$ cat src/rtl/ccrp_pkg.sv
// ============================================================================
// ccrp_pkg
// Shared types, register numbers and decode helpers for the chipset
// configuration register port.
// ============================================================================
package ccrp_pkg;

    localparam int REG_COUNT_DEF = 128;

    localparam logic [7:0] BASE_ALT   = 8'h60;
    localparam logic [7:0] LAST_40X   = 8'h11;
    localparam logic [7:0] LAST_471   = 8'h76;

    localparam logic [15:0] PORT_INDEX = 16'h0022;
    localparam logic [15:0] PORT_DATA  = 16'h0023;
    localparam logic [15:0] PORT_SCR0  = 16'h00E1;
    localparam logic [15:0] PORT_SCR1  = 16'h00E2;

    localparam logic [7:0] R_SIZE     = 8'h00;
    localparam logic [7:0] R_CACHE    = 8'h01;
    localparam logic [7:0] R_SHADOW   = 8'h02;
    localparam logic [7:0] R_ROMCS    = 8'h03;
    localparam logic [7:0] R_CLK      = 8'h08;
    localparam logic [7:0] R_MEMSZ    = 8'h09;
    localparam logic [7:0] R_MISC     = 8'h0B;
    localparam logic [7:0] R_CTL11    = 8'h11;
    localparam logic [7:0] R_CTL12    = 8'h12;
    localparam logic [7:0] R_SMRAM    = 8'h13;
    localparam logic [7:0] R_SMI_LO   = 8'h14;
    localparam logic [7:0] R_SMI_HI   = 8'h15;
    localparam logic [7:0] R_SMI_CTL  = 8'h18;
    localparam logic [7:0] R_SMI_STS  = 8'h19;
    localparam logic [7:0] R_SRST     = 8'h1C;
    localparam logic [7:0] R_CTL1F    = 8'h1F;
    localparam logic [7:0] R_PORT92   = 8'h22;
    localparam logic [7:0] R_CTL23    = 8'h23;
    localparam logic [7:0] R_CTL26    = 8'h26;

    localparam logic [7:0] IDX_EXTRA  = 8'h00;
    localparam logic [7:0] IDX_FWD    = 8'h1C;
    localparam logic [7:0] IDX_MASKED = 8'h62;

    typedef enum logic [2:0] {
        CFG_VARIANT = 3'd0,
        CFG_BASE    = 3'd1,
        CFG_SLOW    = 3'd2,
        CFG_LARGE   = 3'd3,
        CFG_RAMSZ   = 3'd4
    } cfg_index_t;

    typedef enum logic [1:0] {
        EV_NONE  = 2'd0,
        EV_SMI   = 2'd1,
        EV_IRQ12 = 2'd2,
        EV_IRQ15 = 2'd3
    } smi_event_t;

    typedef enum logic [2:0] {
        WIN_OFF = 3'd0,
        WIN_E_A = 3'd1,
        WIN_E_B = 3'd2,
        WIN_E_E = 3'd3,
        WIN_6_A = 3'd4,
        WIN_6_B = 3'd5
    } smram_win_t;

    typedef enum logic [1:0] {
        ST_IDLE,
        ST_EXEC,
        ST_DONE
    } ctrl_state_t;

    typedef struct packed {
        logic       v471;
        logic [7:0] base;
        logic       slow;
        logic       big_mem;
        logic [7:0] ramsz;
    } cfg_t;

    localparam cfg_t CFG_RESET = '{v471: 1'b0, base: 8'd80, slow: 1'b0,
                                   big_mem: 1'b0, ramsz: 8'd0};

    typedef struct packed {
        logic capture;
        logic execute;
    } dp_cmd_t;

    function automatic logic [7:0] reg_default(input logic [7:0] rel, input cfg_t c);
        logic [7:0] v;
        v = 8'h00;
        if (rel == R_CLK && c.slow)
        begin
            v = 8'h80;
        end
        if (c.v471)
        begin
            unique case (rel)
                R_MEMSZ: v = 8'h40 | c.ramsz;
                R_CTL11: v = 8'h09;
                R_CTL12: v = 8'hFF;
                R_CTL1F: v = 8'h20;
                R_CTL23: v = 8'hF0;
                R_CTL26: v = 8'h01;
                default: v = v;
            endcase
        end
        else
        begin
            unique case (rel)
                R_SIZE:  v = c.ramsz;
                R_CTL11: v = 8'h01;
                default: v = v;
            endcase
        end
        return v;
    endfunction

    function automatic smram_win_t smram_decode(input logic [7:0] val);
        smram_win_t w;
        unique case (val[6:5])
            2'd0:    w = val[7] ? WIN_6_A : WIN_E_A;
            2'd1:    w = val[7] ? WIN_6_B : WIN_E_B;
            2'd2:    w = val[7] ? WIN_OFF : WIN_E_E;
            default: w = WIN_OFF;
        endcase
        return w;
    endfunction

endpackage

$ cat src/rtl/ccrp_ctrl.sv
// ============================================================================
// ccrp_ctrl
// Transaction sequencer: capture and register file read, execute, then hold
// the result until the output side takes it.
// ============================================================================
module ccrp_ctrl (
    input  logic              clk,
    input  logic              rst_n,
    input  logic              in_valid,
    input  logic              out_stall,
    output logic              in_stall,
    output logic              out_valid,
    output ccrp_pkg::dp_cmd_t cmd
);
    import ccrp_pkg::*;

    ctrl_state_t state_reg;
    ctrl_state_t state_next;

    always_ff @(posedge clk or negedge rst_n)
    begin
        if (!rst_n)
        begin
            state_reg <= ST_IDLE;
        end
        else
        begin
            state_reg <= state_next;
        end
    end

    always_comb
    begin
        state_next  = state_reg;
        in_stall    = 1'b1;
        out_valid   = 1'b0;
        cmd.capture = 1'b0;
        cmd.execute = 1'b0;
        unique case (state_reg)
            ST_IDLE:
            begin
                in_stall = 1'b0;
                if (in_valid)
                begin
                    cmd.capture = 1'b1;
                    state_next  = ST_EXEC;
                end
            end
            ST_EXEC:
            begin
                cmd.execute = 1'b1;
                state_next  = ST_DONE;
            end
            ST_DONE:
            begin
                out_valid = 1'b1;
                if (!out_stall)
                begin
                    state_next = ST_IDLE;
                end
            end
            default:
            begin
                state_next = ST_IDLE;
            end
        endcase
    end

endmodule

$ cat src/rtl/ccrp_dp.sv
// ============================================================================
// ccrp_dp
// Register file, index and side state, access decode and memory-map decode
// of the configuration register port.
// ============================================================================
module ccrp_dp #(
    parameter int REG_COUNT = ccrp_pkg::REG_COUNT_DEF
) (
    input  logic              clk,
    input  logic              rst_n,
    input  ccrp_pkg::dp_cmd_t cmd,
    input  logic              cfg_we,
    input  logic [2:0]        cfg_index,
    input  logic [7:0]        cfg_data,
    input  logic              func,
    input  logic [15:0]       io_port,
    input  logic [7:0]        write_data,
    output logic [7:0]        read_data,
    output logic [7:0]        shadow_read_mask,
    output logic [7:0]        shadow_write_mask,
    output logic [7:0]        rom_ext_mask,
    output logic              ext_cache_on,
    output logic [2:0]        smram_window,
    output logic              smram_flag,
    output logic              top_remap_on,
    output logic [1:0]        smi_event,
    output logic              port92_on,
    output logic              cmos_forward,
    output logic              soft_reset_block
);
    import ccrp_pkg::*;

    localparam int AW = $clog2(REG_COUNT);
    localparam bit HAS_STS = (int'(R_SMI_STS) < REG_COUNT);

    // configuration
    cfg_t       cfg_reg;
    cfg_t       cfg_next;
    logic       cfg_hit;

    // architectural state
    logic [7:0] index_reg;
    logic [7:0] index_next;
    logic [7:0] extra_reg;
    logic [7:0] extra_next;
    logic [7:0] scr0_reg;
    logic [7:0] scr0_next;
    logic [7:0] scr1_reg;
    logic [7:0] scr1_next;
    logic       cache_reg;
    logic       cache_next;
    smram_win_t smram_reg;
    smram_win_t smram_next;
    logic       attr_reg;
    logic       attr_next;
    logic       srm_reg;
    logic       srm_next;
    logic       p92_reg;
    logic       p92_next;

    // register copies that feed decode every transaction
    logic [7:0] r02_reg;
    logic [7:0] r02_next;
    logic [7:0] r03_reg;
    logic [7:0] r03_next;
    logic [7:0] r08_reg;
    logic [7:0] r08_next;
    logic [7:0] r0b_reg;
    logic [7:0] r0b_next;
    logic [7:0] r14_reg;
    logic [7:0] r14_next;
    logic [7:0] r15_reg;
    logic [7:0] r15_next;
    logic [7:0] r18_reg;
    logic [7:0] r18_next;
    logic [7:0] r19_reg;
    logic [7:0] r19_next;

    // register file
    logic [7:0]           mem [REG_COUNT];
    logic [REG_COUNT-1:0] valid_reg;
    logic [7:0]           mem_rd_reg;
    logic                 vld_rd_reg;

    // captured transaction
    logic          func_reg;
    logic [15:0]   port_reg;
    logic [7:0]    wdata_reg;
    logic          dec_reg;
    logic [AW-1:0] rel_reg;

    // decode
    logic [7:0] last;
    logic [7:0] diff;
    logic       dec;
    logic [7:0] rel8;
    logic [7:0] mem_old;
    logic [7:0] reg_val;
    logic [7:0] data_rd_val;
    logic       fwd;
    logic       base_alt;
    logic       smi_hit;
    smi_event_t ev;
    logic [7:0] r19_set;
    logic       dw;
    logic       dw_dec;
    logic [7:0] wr_val;
    logic       rd;
    logic [7:0] rdata;
    logic [7:0] sel;
    logic [7:0] rdm;
    logic [7:0] wrm;
    logic [7:0] romcs;
    logic       remap;

    always_comb
    begin
        cfg_next = cfg_reg;
        cfg_hit  = 1'b0;
        if (cfg_we)
        begin
            unique case (cfg_index)
                CFG_VARIANT:
                begin
                    cfg_next.v471 = cfg_data[0];
                    cfg_hit       = 1'b1;
                end
                CFG_BASE:
                begin
                    cfg_next.base = cfg_data;
                    cfg_hit       = 1'b1;
                end
                CFG_SLOW:
                begin
                    cfg_next.slow = cfg_data[0];
                    cfg_hit       = 1'b1;
                end
                CFG_LARGE:
                begin
                    cfg_next.big_mem = cfg_data[0];
                    cfg_hit          = 1'b1;
                end
                CFG_RAMSZ:
                begin
                    cfg_next.ramsz = cfg_data;
                    cfg_hit        = 1'b1;
                end
                default:
                begin
                    cfg_hit = 1'b0;
                end
            endcase
        end
    end

    // index decode against the current index
    always_comb
    begin
        base_alt = (cfg_reg.base == BASE_ALT);
        last     = cfg_reg.v471 ? LAST_471 : LAST_40X;
        diff     = index_reg - cfg_reg.base;
        dec      = (index_reg >= cfg_reg.base) && (diff <= last)
                   && ({1'b0, diff} < 9'(REG_COUNT));
    end

    // transaction execute
    always_comb
    begin
        rel8    = 8'(rel_reg);
        rd      = func_reg;
        mem_old = vld_rd_reg ? mem_rd_reg : reg_default(rel8, cfg_reg);

        unique case (rel8)
            R_SHADOW:  reg_val = r02_reg;
            R_ROMCS:   reg_val = r03_reg;
            R_CLK:     reg_val = r08_reg;
            R_MISC:    reg_val = r0b_reg;
            R_SMI_LO:  reg_val = r14_reg;
            R_SMI_HI:  reg_val = r15_reg;
            R_SMI_CTL: reg_val = r18_reg;
            R_SMI_STS: reg_val = r19_reg;
            default:   reg_val = mem_old;
        endcase

        priority if (base_alt && index_reg == IDX_MASKED && dec_reg)
        begin
            data_rd_val = reg_val & 8'h3F;
        end
        else if (dec_reg)
        begin
            data_rd_val = reg_val;
        end
        else if (base_alt && index_reg == IDX_EXTRA)
        begin
            data_rd_val = extra_reg;
        end
        else
        begin
            data_rd_val = 8'hFF;
        end

        fwd = rd && (port_reg == PORT_DATA) && cfg_reg.v471 && (index_reg == IDX_FWD)
              && !dec_reg && !(base_alt && index_reg == IDX_EXTRA);

        // software SMI, decoded with the registers before this transaction
        smi_hit = !rd && cfg_reg.v471 && r0b_reg[7] && r18_reg[1]
                  && (port_reg == {r15_reg, r14_reg});
        priority if (!smi_hit)
        begin
            ev = EV_NONE;
        end
        else if (r0b_reg[4])
        begin
            ev = EV_SMI;
        end
        else if (r0b_reg[3])
        begin
            ev = EV_IRQ15;
        end
        else
        begin
            ev = EV_IRQ12;
        end
        r19_set = (smi_hit && HAS_STS) ? (r19_reg | 8'h02) : r19_reg;

        dw     = !rd && (port_reg == PORT_DATA);
        dw_dec = dw && dec_reg;
        wr_val = (rel8 == R_SMI_STS) ? (r19_set & ~wdata_reg) : wdata_reg;

        r02_next = (dw_dec && rel8 == R_SHADOW)  ? wdata_reg : r02_reg;
        r03_next = (dw_dec && rel8 == R_ROMCS)   ? wdata_reg : r03_reg;
        r08_next = (dw_dec && rel8 == R_CLK)     ? wdata_reg : r08_reg;
        r0b_next = (dw_dec && rel8 == R_MISC)    ? wdata_reg : r0b_reg;
        r14_next = (dw_dec && rel8 == R_SMI_LO)  ? wdata_reg : r14_reg;
        r15_next = (dw_dec && rel8 == R_SMI_HI)  ? wdata_reg : r15_reg;
        r18_next = (dw_dec && rel8 == R_SMI_CTL) ? wdata_reg : r18_reg;
        r19_next = (dw_dec && rel8 == R_SMI_STS) ? wr_val    : r19_set;

        cache_next = cache_reg;
        if (dw_dec && rel8 == R_CACHE)
        begin
            cache_next = ((wdata_reg & 8'h84) == 8'h84);
        end

        smram_next = smram_reg;
        attr_next  = attr_reg;
        if (dw_dec && rel8 == R_SMRAM && cfg_reg.v471
            && (((wdata_reg ^ mem_old) & 8'hF0) != 8'h00))
        begin
            smram_next = smram_decode(wdata_reg);
            attr_next  = (smram_decode(wdata_reg) != WIN_OFF) && wdata_reg[4];
        end

        srm_next = smi_hit ? 1'b1 : srm_reg;
        if (dw_dec && rel8 == R_SRST && cfg_reg.v471)
        begin
            srm_next = 1'b0;
        end

        p92_next = p92_reg;
        if (dw_dec && rel8 == R_PORT92 && cfg_reg.v471 && (wdata_reg[0] ^ mem_old[0]))
        begin
            p92_next = wdata_reg[0];
        end

        extra_next = extra_reg;
        if (dw && !dec_reg && base_alt && index_reg == IDX_EXTRA)
        begin
            extra_next = wdata_reg;
        end

        index_next = index_reg;
        if (port_reg == PORT_INDEX && !rd)
        begin
            index_next = wdata_reg;
        end
        else if (port_reg == PORT_DATA)
        begin
            index_next = (rd && base_alt) ? index_reg : 8'h00;
        end

        scr0_next = (!rd && port_reg == PORT_SCR0) ? wdata_reg : scr0_reg;
        scr1_next = (!rd && port_reg == PORT_SCR1) ? wdata_reg : scr1_reg;

        priority if (!rd)
        begin
            rdata = 8'h00;
        end
        else if (port_reg == PORT_DATA)
        begin
            rdata = data_rd_val;
        end
        else if (port_reg == PORT_SCR0)
        begin
            rdata = scr0_reg;
        end
        else if (port_reg == PORT_SCR1)
        begin
            rdata = scr1_reg;
        end
        else
        begin
            rdata = 8'hFF;
        end

        // memory map from the register contents after this transaction
        sel   = {2'b11, r02_next[5:0]};
        rdm   = r02_next[7] ? sel : 8'h00;
        wrm   = r02_next[6] ? 8'h00 : sel;
        romcs = 8'hC0;
        if (r03_next[6])
        begin
            romcs = romcs | 8'h01;
        end
        if (r03_next[7])
        begin
            romcs = romcs | 8'h30;
        end
        if (r08_next[2])
        begin
            romcs = romcs | 8'h02;
        end
        remap = cfg_reg.v471 && !cfg_reg.big_mem && (((rdm | wrm) & 8'h3C) == 8'h00)
                && !r0b_next[1];
    end

    always_ff @(posedge clk or negedge rst_n)
    begin
        if (!rst_n)
        begin
            cfg_reg   <= CFG_RESET;
            index_reg <= 8'h00;
            valid_reg <= '0;
            extra_reg <= (CFG_RESET.base == BASE_ALT) ? 8'h24 : 8'h00;
            scr0_reg  <= 8'hFF;
            scr1_reg  <= 8'hFF;
            cache_reg <= 1'b0;
            smram_reg <= CFG_RESET.v471 ? WIN_E_A : WIN_OFF;
            attr_reg  <= 1'b0;
            srm_reg   <= 1'b0;
            p92_reg   <= 1'b0;
            r02_reg   <= 8'h00;
            r03_reg   <= 8'h00;
            r08_reg   <= CFG_RESET.slow ? 8'h80 : 8'h00;
            r0b_reg   <= 8'h00;
            r14_reg   <= 8'h00;
            r15_reg   <= 8'h00;
            r18_reg   <= 8'h00;
            r19_reg   <= 8'h00;
        end
        else if (cfg_hit)
        begin
            // strap change: register, index and side state back to its initial values
            cfg_reg   <= cfg_next;
            index_reg <= 8'h00;
            valid_reg <= '0;
            extra_reg <= (cfg_next.base == BASE_ALT) ? 8'h24 : 8'h00;
            scr0_reg  <= 8'hFF;
            scr1_reg  <= 8'hFF;
            cache_reg <= 1'b0;
            smram_reg <= cfg_next.v471 ? WIN_E_A : WIN_OFF;
            attr_reg  <= 1'b0;
            srm_reg   <= 1'b0;
            p92_reg   <= 1'b0;
            r02_reg   <= 8'h00;
            r03_reg   <= 8'h00;
            r08_reg   <= cfg_next.slow ? 8'h80 : 8'h00;
            r0b_reg   <= 8'h00;
            r14_reg   <= 8'h00;
            r15_reg   <= 8'h00;
            r18_reg   <= 8'h00;
            r19_reg   <= 8'h00;
        end
        else if (cmd.execute)
        begin
            index_reg <= index_next;
            extra_reg <= extra_next;
            scr0_reg  <= scr0_next;
            scr1_reg  <= scr1_next;
            cache_reg <= cache_next;
            smram_reg <= smram_next;
            attr_reg  <= attr_next;
            srm_reg   <= srm_next;
            p92_reg   <= p92_next;
            r02_reg   <= r02_next;
            r03_reg   <= r03_next;
            r08_reg   <= r08_next;
            r0b_reg   <= r0b_next;
            r14_reg   <= r14_next;
            r15_reg   <= r15_next;
            r18_reg   <= r18_next;
            r19_reg   <= r19_next;
            if (dw_dec)
            begin
                valid_reg[rel_reg] <= 1'b1;
            end
        end
    end

    always_ff @(posedge clk)
    begin
        if (cmd.execute && dw_dec)
        begin
            mem[rel_reg] <= wr_val;
        end
        if (cmd.capture)
        begin
            mem_rd_reg <= mem[diff[AW-1:0]];
        end
    end

    always_ff @(posedge clk)
    begin
        if (cmd.capture)
        begin
            func_reg   <= func;
            port_reg   <= io_port;
            wdata_reg  <= write_data;
            dec_reg    <= dec;
            rel_reg    <= diff[AW-1:0];
            vld_rd_reg <= valid_reg[diff[AW-1:0]];
        end
        if (cmd.execute)
        begin
            read_data         <= rdata;
            shadow_read_mask  <= rdm;
            shadow_write_mask <= wrm;
            rom_ext_mask      <= romcs;
            ext_cache_on      <= cache_next;
            smram_window      <= smram_next;
            smram_flag        <= attr_next;
            top_remap_on      <= remap;
            smi_event         <= ev;
            port92_on         <= p92_next;
            cmos_forward      <= fwd;
            soft_reset_block  <= srm_next;
        end
    end

endmodule

$ cat src/rtl/chipset_config_register_port_unit.sv
// ============================================================================
// chipset_config_register_port_unit
// Index/data configuration register port with memory-map and SMI decode.
// ============================================================================
// Each I/O transaction is captured together with a read of the register
// file (a synchronous-read memory), then executed to update state, and its
// result is then held until the output side takes it; the next transaction
// is accepted in the cycle after that, so no new transaction is taken while
// a result is pending. The register file needs no clearing pass: per-entry
// valid bits make untouched registers read their strap defaults. A
// configuration write returns the register, index and side state to its
// strap defaults at once.
module chipset_config_register_port_unit #(
    parameter int REG_COUNT = ccrp_pkg::REG_COUNT_DEF
) (
    input  logic        clk,
    input  logic        rst_n,
    input  logic        in_valid,
    output logic        in_stall,
    input  logic        func,
    input  logic [15:0] io_port,
    input  logic [7:0]  write_data,
    output logic        out_valid,
    input  logic        out_stall,
    output logic [7:0]  read_data,
    output logic [7:0]  shadow_read_mask,
    output logic [7:0]  shadow_write_mask,
    output logic [7:0]  rom_ext_mask,
    output logic        ext_cache_on,
    output logic [2:0]  smram_window,
    output logic        smram_flag,
    output logic        top_remap_on,
    output logic [1:0]  smi_event,
    output logic        port92_on,
    output logic        cmos_forward,
    output logic        soft_reset_block,
    input  logic        cfg_valid,
    output logic        cfg_ready,
    input  logic [2:0]  cfg_index,
    input  logic [7:0]  cfg_data
);
    import ccrp_pkg::*;

    dp_cmd_t cmd;

    assign cfg_ready = 1'b1;

    ccrp_ctrl u_ctrl (
        .clk       (clk),
        .rst_n     (rst_n),
        .in_valid  (in_valid),
        .out_stall (out_stall),
        .in_stall  (in_stall),
        .out_valid (out_valid),
        .cmd       (cmd)
    );

    ccrp_dp #(
        .REG_COUNT (REG_COUNT)
    ) u_dp (
        .clk               (clk),
        .rst_n             (rst_n),
        .cmd               (cmd),
        .cfg_we            (cfg_valid && cfg_ready),
        .cfg_index         (cfg_index),
        .cfg_data          (cfg_data),
        .func              (func),
        .io_port           (io_port),
        .write_data        (write_data),
        .read_data         (read_data),
        .shadow_read_mask  (shadow_read_mask),
        .shadow_write_mask (shadow_write_mask),
        .rom_ext_mask      (rom_ext_mask),
        .ext_cache_on      (ext_cache_on),
        .smram_window      (smram_window),
        .smram_flag        (smram_flag),
        .top_remap_on      (top_remap_on),
        .smi_event         (smi_event),
        .port92_on         (port92_on),
        .cmos_forward      (cmos_forward),
        .soft_reset_block  (soft_reset_block)
    );

    // no new transaction while a result is pending
    a_busy_out: assert property (@(posedge clk) disable iff (!rst_n)
        out_valid |-> in_stall)
        else $error("transaction accepted while result pending");

    // result is presented after acceptance and the execute state
    a_latency: assert property (@(posedge clk) disable iff (!rst_n)
        (in_valid && !in_stall) |=> ##1 out_valid)
        else $error("result missing after transaction");

    a_smram_flag: assert property (@(posedge clk) disable iff (!rst_n)
        (out_valid && smram_flag) |-> (smram_window != 3'(WIN_OFF)))
        else $error("smram attribute set with window off");

    a_smram_win: assert property (@(posedge clk) disable iff (!rst_n)
        out_valid |-> (smram_window <= 3'(WIN_6_B)))
        else $error("smram window code out of range");

endmodule
$ cat config.mk
export PLATFORM = sky130hd
export DESIGN_NAME = chipset_config_register_port_unit
export DESIGN_NICKNAME = d
export VERILOG_FILES = /design/src/rtl/ccrp_pkg.sv /design/src/rtl/ccrp_ctrl.sv /design/src/rtl/ccrp_dp.sv /design/src/rtl/chipset_config_register_port_unit.sv
export SDC_FILE = /design/constraint.sdc
export NUM_CORES = 1
export LEC_CHECK = 0
export BUFFER_PORTS_ARGS = -buffer_cell sky130_fd_sc_hd__buf_2
export CORE_UTILIZATION = 49
export DETAILED_ROUTE_END_ITERATION = 7
export GPL_TIMING_DRIVEN = 1
export HOLD_SLACK_MARGIN = 0.08
export PLACE_DENSITY = 0.75
export SLEW_MARGIN = 20
export SYNTH_ARGS = -nofsm -noshare
export SYNTH_HDL_FRONTEND = slang
export SYNTH_SLANG_ARGS = --single-unit
$ cat constraint.sdc
create_clock -name clk -period 10.3 [get_ports clk]
set_input_delay 2.06 -clock clk [delete_from_list [all_inputs] [get_ports clk]]
set_output_delay 2.06 -clock clk [all_outputs]
set_load 0.03 [all_outputs]
==> impl_metrics.toml <==
[grt]
grt_pass1_vias = 32500
antenna_found_initial = 4
overflow = 0
grt_first_pass_wirelength_um = 216000
grt_max_degree = 105
track_usage_pct = 25.2

[detailed_routing]
viasPerCell = 6.49
wl_per_cell_um = 28.2
dr.pass1.iters = 6
first_iter_violations = 4774
num_vias = 33500
ant_nets = 0
routed_wl_um = 146000
drc = 0

[power]
power.internal_mw = 10.2
power.total_mw = 14.6
combPwrFrac_pct = 22.2
power_frac_seq_pct = 44.0
switching_share_pct = 30.2
clock_power_share_pct = 33.8
power_density_mw_per_mm2 = 233
vdd_drop_max_uv = 181
p_leak_nw = 21.2
p_switching_mw = 4.40

[cts]
cts_resized = 0
cts.clk_slew.worst_paths_ps = 60
cts_made_buffers = 135
clock_tree.root_cell = "clkbuf_16"
cts.sinks = 1354
cts_tree = "built"
h-tree-depth = 4
cts_hold_buf = 0
cts_setup_buffers = 0
clkLatencyLatePin_ps = 750
cts_buffer_depth = 3

[layout]
largest_register_ffs = 1024
fin_util_pct = 55.5
drive_gt1_share_pct = 19.6
final_nets = 3611
syn2layout_area_growth_pct = 11.9

[synth]
synth.largest_area_cell = "edfxtp_1"
yosysWarnings = 0
ys_types = 82
synth.top_cells.by_area = "edfxtp_1 (59%), mux4_2 (12%), dfrtp_1 (10%), nand2_1 (2.9%), nor2_1 (1.9%)"
ys_ff_latch = 1354
synth_top_area_share_pct = 59.2
syn_inst = 3499
synth_edf_count = 1102
yosys_most_used_dff = "edfxtp_1"
syn_area_per_cell_sq_um = 16.0
synth-async-reset-ratio_pct = 18.6
synth_area_sq_mm = 0.0559
synth-seq-area-share_pct = 70.5

[critical_path]
cp_cell_sequence = "inv_1, ha_4, fa_4, buf_4, buf_4, inv_1, ha_1, a21o_1, a21oi_1, o21ai_0, a31o_2, a21o_1, a211oi_1"
critPathLaunchType = "flop"
critical_path_class = "flop to flop"
cp_slowest_cell = "fa_4"
critPathArrivalTime_ps = 5750
path_max_fanout = 62
slowest_delay_ps = 1120
cpLargestDelayFamily = "buffers and inverters"
critPathBufInv = 4
required_ps = 10870
endpoint_kind = "flop"

[sta]
slew_violations = 0
worst-slew-pin-transition_ps = 1160
fin_setup_tns_ps = 0
finalHoldViolations = 0
period_share_pct = 50.3
fin_crit_ps = 5180
setup_viol_count_final = 0
rsz0062_at_grt = "false"
fin_skew_ps = 32.9
slew_headroom_pct = 22.1
fmax_mhz = 193

[worst_hold_path]
hp-class = "flop to flop"

[floorplanning]
initial_utilization_pct = 49.6
dieArea_sq_mm = 0.115
row_count = 123
core-area_sq_mm = 0.113
die_y_um = 340
io_pins = 87
die_x_um = 340

[flow_run]
cap_violations = 0

[placed_design]
gp_congestion = 0.917
port_buffers = 81
dp_hpwl_um = 88700

[outcome]
status = "completed"
Yosys cell counts (7+ instances only):
| cell | n |
|---|---|
| edfxtp_1 | 1102 |
| nand2_1 | 439 |
| mux4_2 | 288 |
| nor2_1 | 276 |
| dfrtp_1 | 234 |
| clkbuf_1 | 159 |
| nand4_1 | 123 |
| o21a_1 | 101 |
| o21ai_0 | 87 |
| a21oi_1 | 77 |
| buf_1 | 65 |
| mux2i_1 | 53 |
| inv_1 | 42 |
| o221ai_1 | 41 |
| o211ai_1 | 40 |
| nor3_1 | 39 |
| dfstp_2 | 18 |
| nand3_1 | 18 |
| nor4_1 | 18 |
| and4_1 | 14 |
| ha_1 | 13 |
| xor2_1 | 13 |
| a22o_1 | 12 |
| mux2_2 | 12 |
| xnor2_1 | 11 |
| a211oi_1 | 10 |
| or3_1 | 10 |
| a22oi_1 | 9 |
| nor4b_1 | 9 |
| buf_4 | 8 |
| nand2b_1 | 8 |
| nor2b_1 | 8 |
| a222oi_1 | 7 |
| a311oi_1 | 7 |
| and3_1 | 7 |
final cells by class:
| type | instances | area [sq um] |
|---|---|---|
| fill | 8352 | 50200 |
| inverter | 44 | 166 |
| clock buffer | 180 | 3700 |
| sequential | 1354 | 39400 |
| clock inverter | 67 | 709 |
| antenna | 2 | 5.00 |
| tap | 1500 | 1880 |
| timing repair buffer | 153 | 1040 |
| multi-input combinational | 1868 | 15700 |
worst register-to-register path, stage by stage (launching register included):
cell	delay, ps
dfrtp_1	390
inv_1	90
ha_4	170
fa_4	1120
buf_4	700
buf_4	920
inv_1	210
ha_1	350
a21o_1	170
a21oi_1	160
o21ai_0	110
a31o_2	270
a21o_1	170
a211oi_1	190
cell families (layout without fill, tap and decap cells):
| logic type | count (synthesis) | after routing | synth area share, % |
|---|---|---|---|
| other | 2 | 7 | 0.0134 |
| XOR/XNOR | 24 | 24 | 0.376 |
| AO/OA/AOI/OAI | 451 | 451 | 5.61 |
| AND/OR/NAND/NOR | 1015 | 1015 | 8.32 |
| buffers and inverters | 280 | 444 | 1.95 |
| adder cells (fa/ha/maj) | 14 | 14 | 0.327 |
| multiplexers | 359 | 359 | 12.9 |
| flip-flops | 1354 | 1354 | 70.5 |
layer usage:
layer,wire [um],global-route usage [%],vias up
met5,0,0,-
met4,6460,10.6,0
met3,16500,5.94,357
met2,68000,38.6,2282
met1,54800,35.0,17100
li1,-,-,13800
worst paths after layout:
path	startpoint	to	slack (ps)	cells past startpoint
worst max-delay path	u_dp.index_reg[0]	u_dp.dec_reg	5120	13
worst min-delay path	u_dp.valid_reg[109]	u_dp.valid_reg[109]	490	1
worst max register to register	u_dp.index_reg[0]	u_dp.dec_reg	5120	13
worst min register to register	u_dp.valid_reg[109]	u_dp.valid_reg[109]	490	1
max in group asynchronous	rst_n	u_dp.valid_reg[54]	6800	3
min in group asynchronous	rst_n	u_dp.cache_reg	1290	1
through the flow:
stage / worst slack [ps] / cells / cell area (sq um) / hold WS, ps
after global routing: 4940 / 5166 / 62600 / 504
after global placement: 5290 / 4916 / 58000 / 468
after floorplan: 2500 / 3502 / 55900 / 459
after detailed placement: 5180 / 4916 / 58100 / 474
final: 5120 / 5168 / 62600 / 488
after CTS: 5150 / 5163 / 62500 / 489
placed cells by master, fill, tap and decap left out, types with 9 or more instances in the layout:
cell type and count:
inv_1 41, o211ai_1 40, xor2_1 12, mux4_2 288
nor4_1 16, a211oi_1 9, nand2_1 437, o21ai_0 79
clkbuf_16 138, nand3_1 18, a21oi_1 76, clkinv_1 14
o221ai_1 41, xnor2_1 11, buf_2 80, a22o_1 12
mux2i_1 53, clkinvlp_4 9, nor3_1 36, and4_1 14
edfxtp_1 1102, buf_4 66, dfrtp_1 234, or3_1 9
bufinv_16 12, o21a_1 101, clkbuf_1 33, clkbuf_8 9
nand4_1 123, mux2_2 12, dfstp_2 18, a22oi_1 9
clkinv_2 22, ha_1 12, nor2_1 274
power by group through the flow:
stage | registers [mW] | logic, mW | clock network (mW)
3_3_place_gp | 6.51 | 3.10 | 0
2_1_floorplan | 6.56 | 1.99 | 0
5_1_grt | 6.42 | 3.39 | 5.16
3_5_place_dp | 6.52 | 3.15 | 0
6_report | 6.41 | 3.23 | 4.92
4_1_cts | 6.40 | 3.17 | 4.96
(Power assumes the default switching activity.)
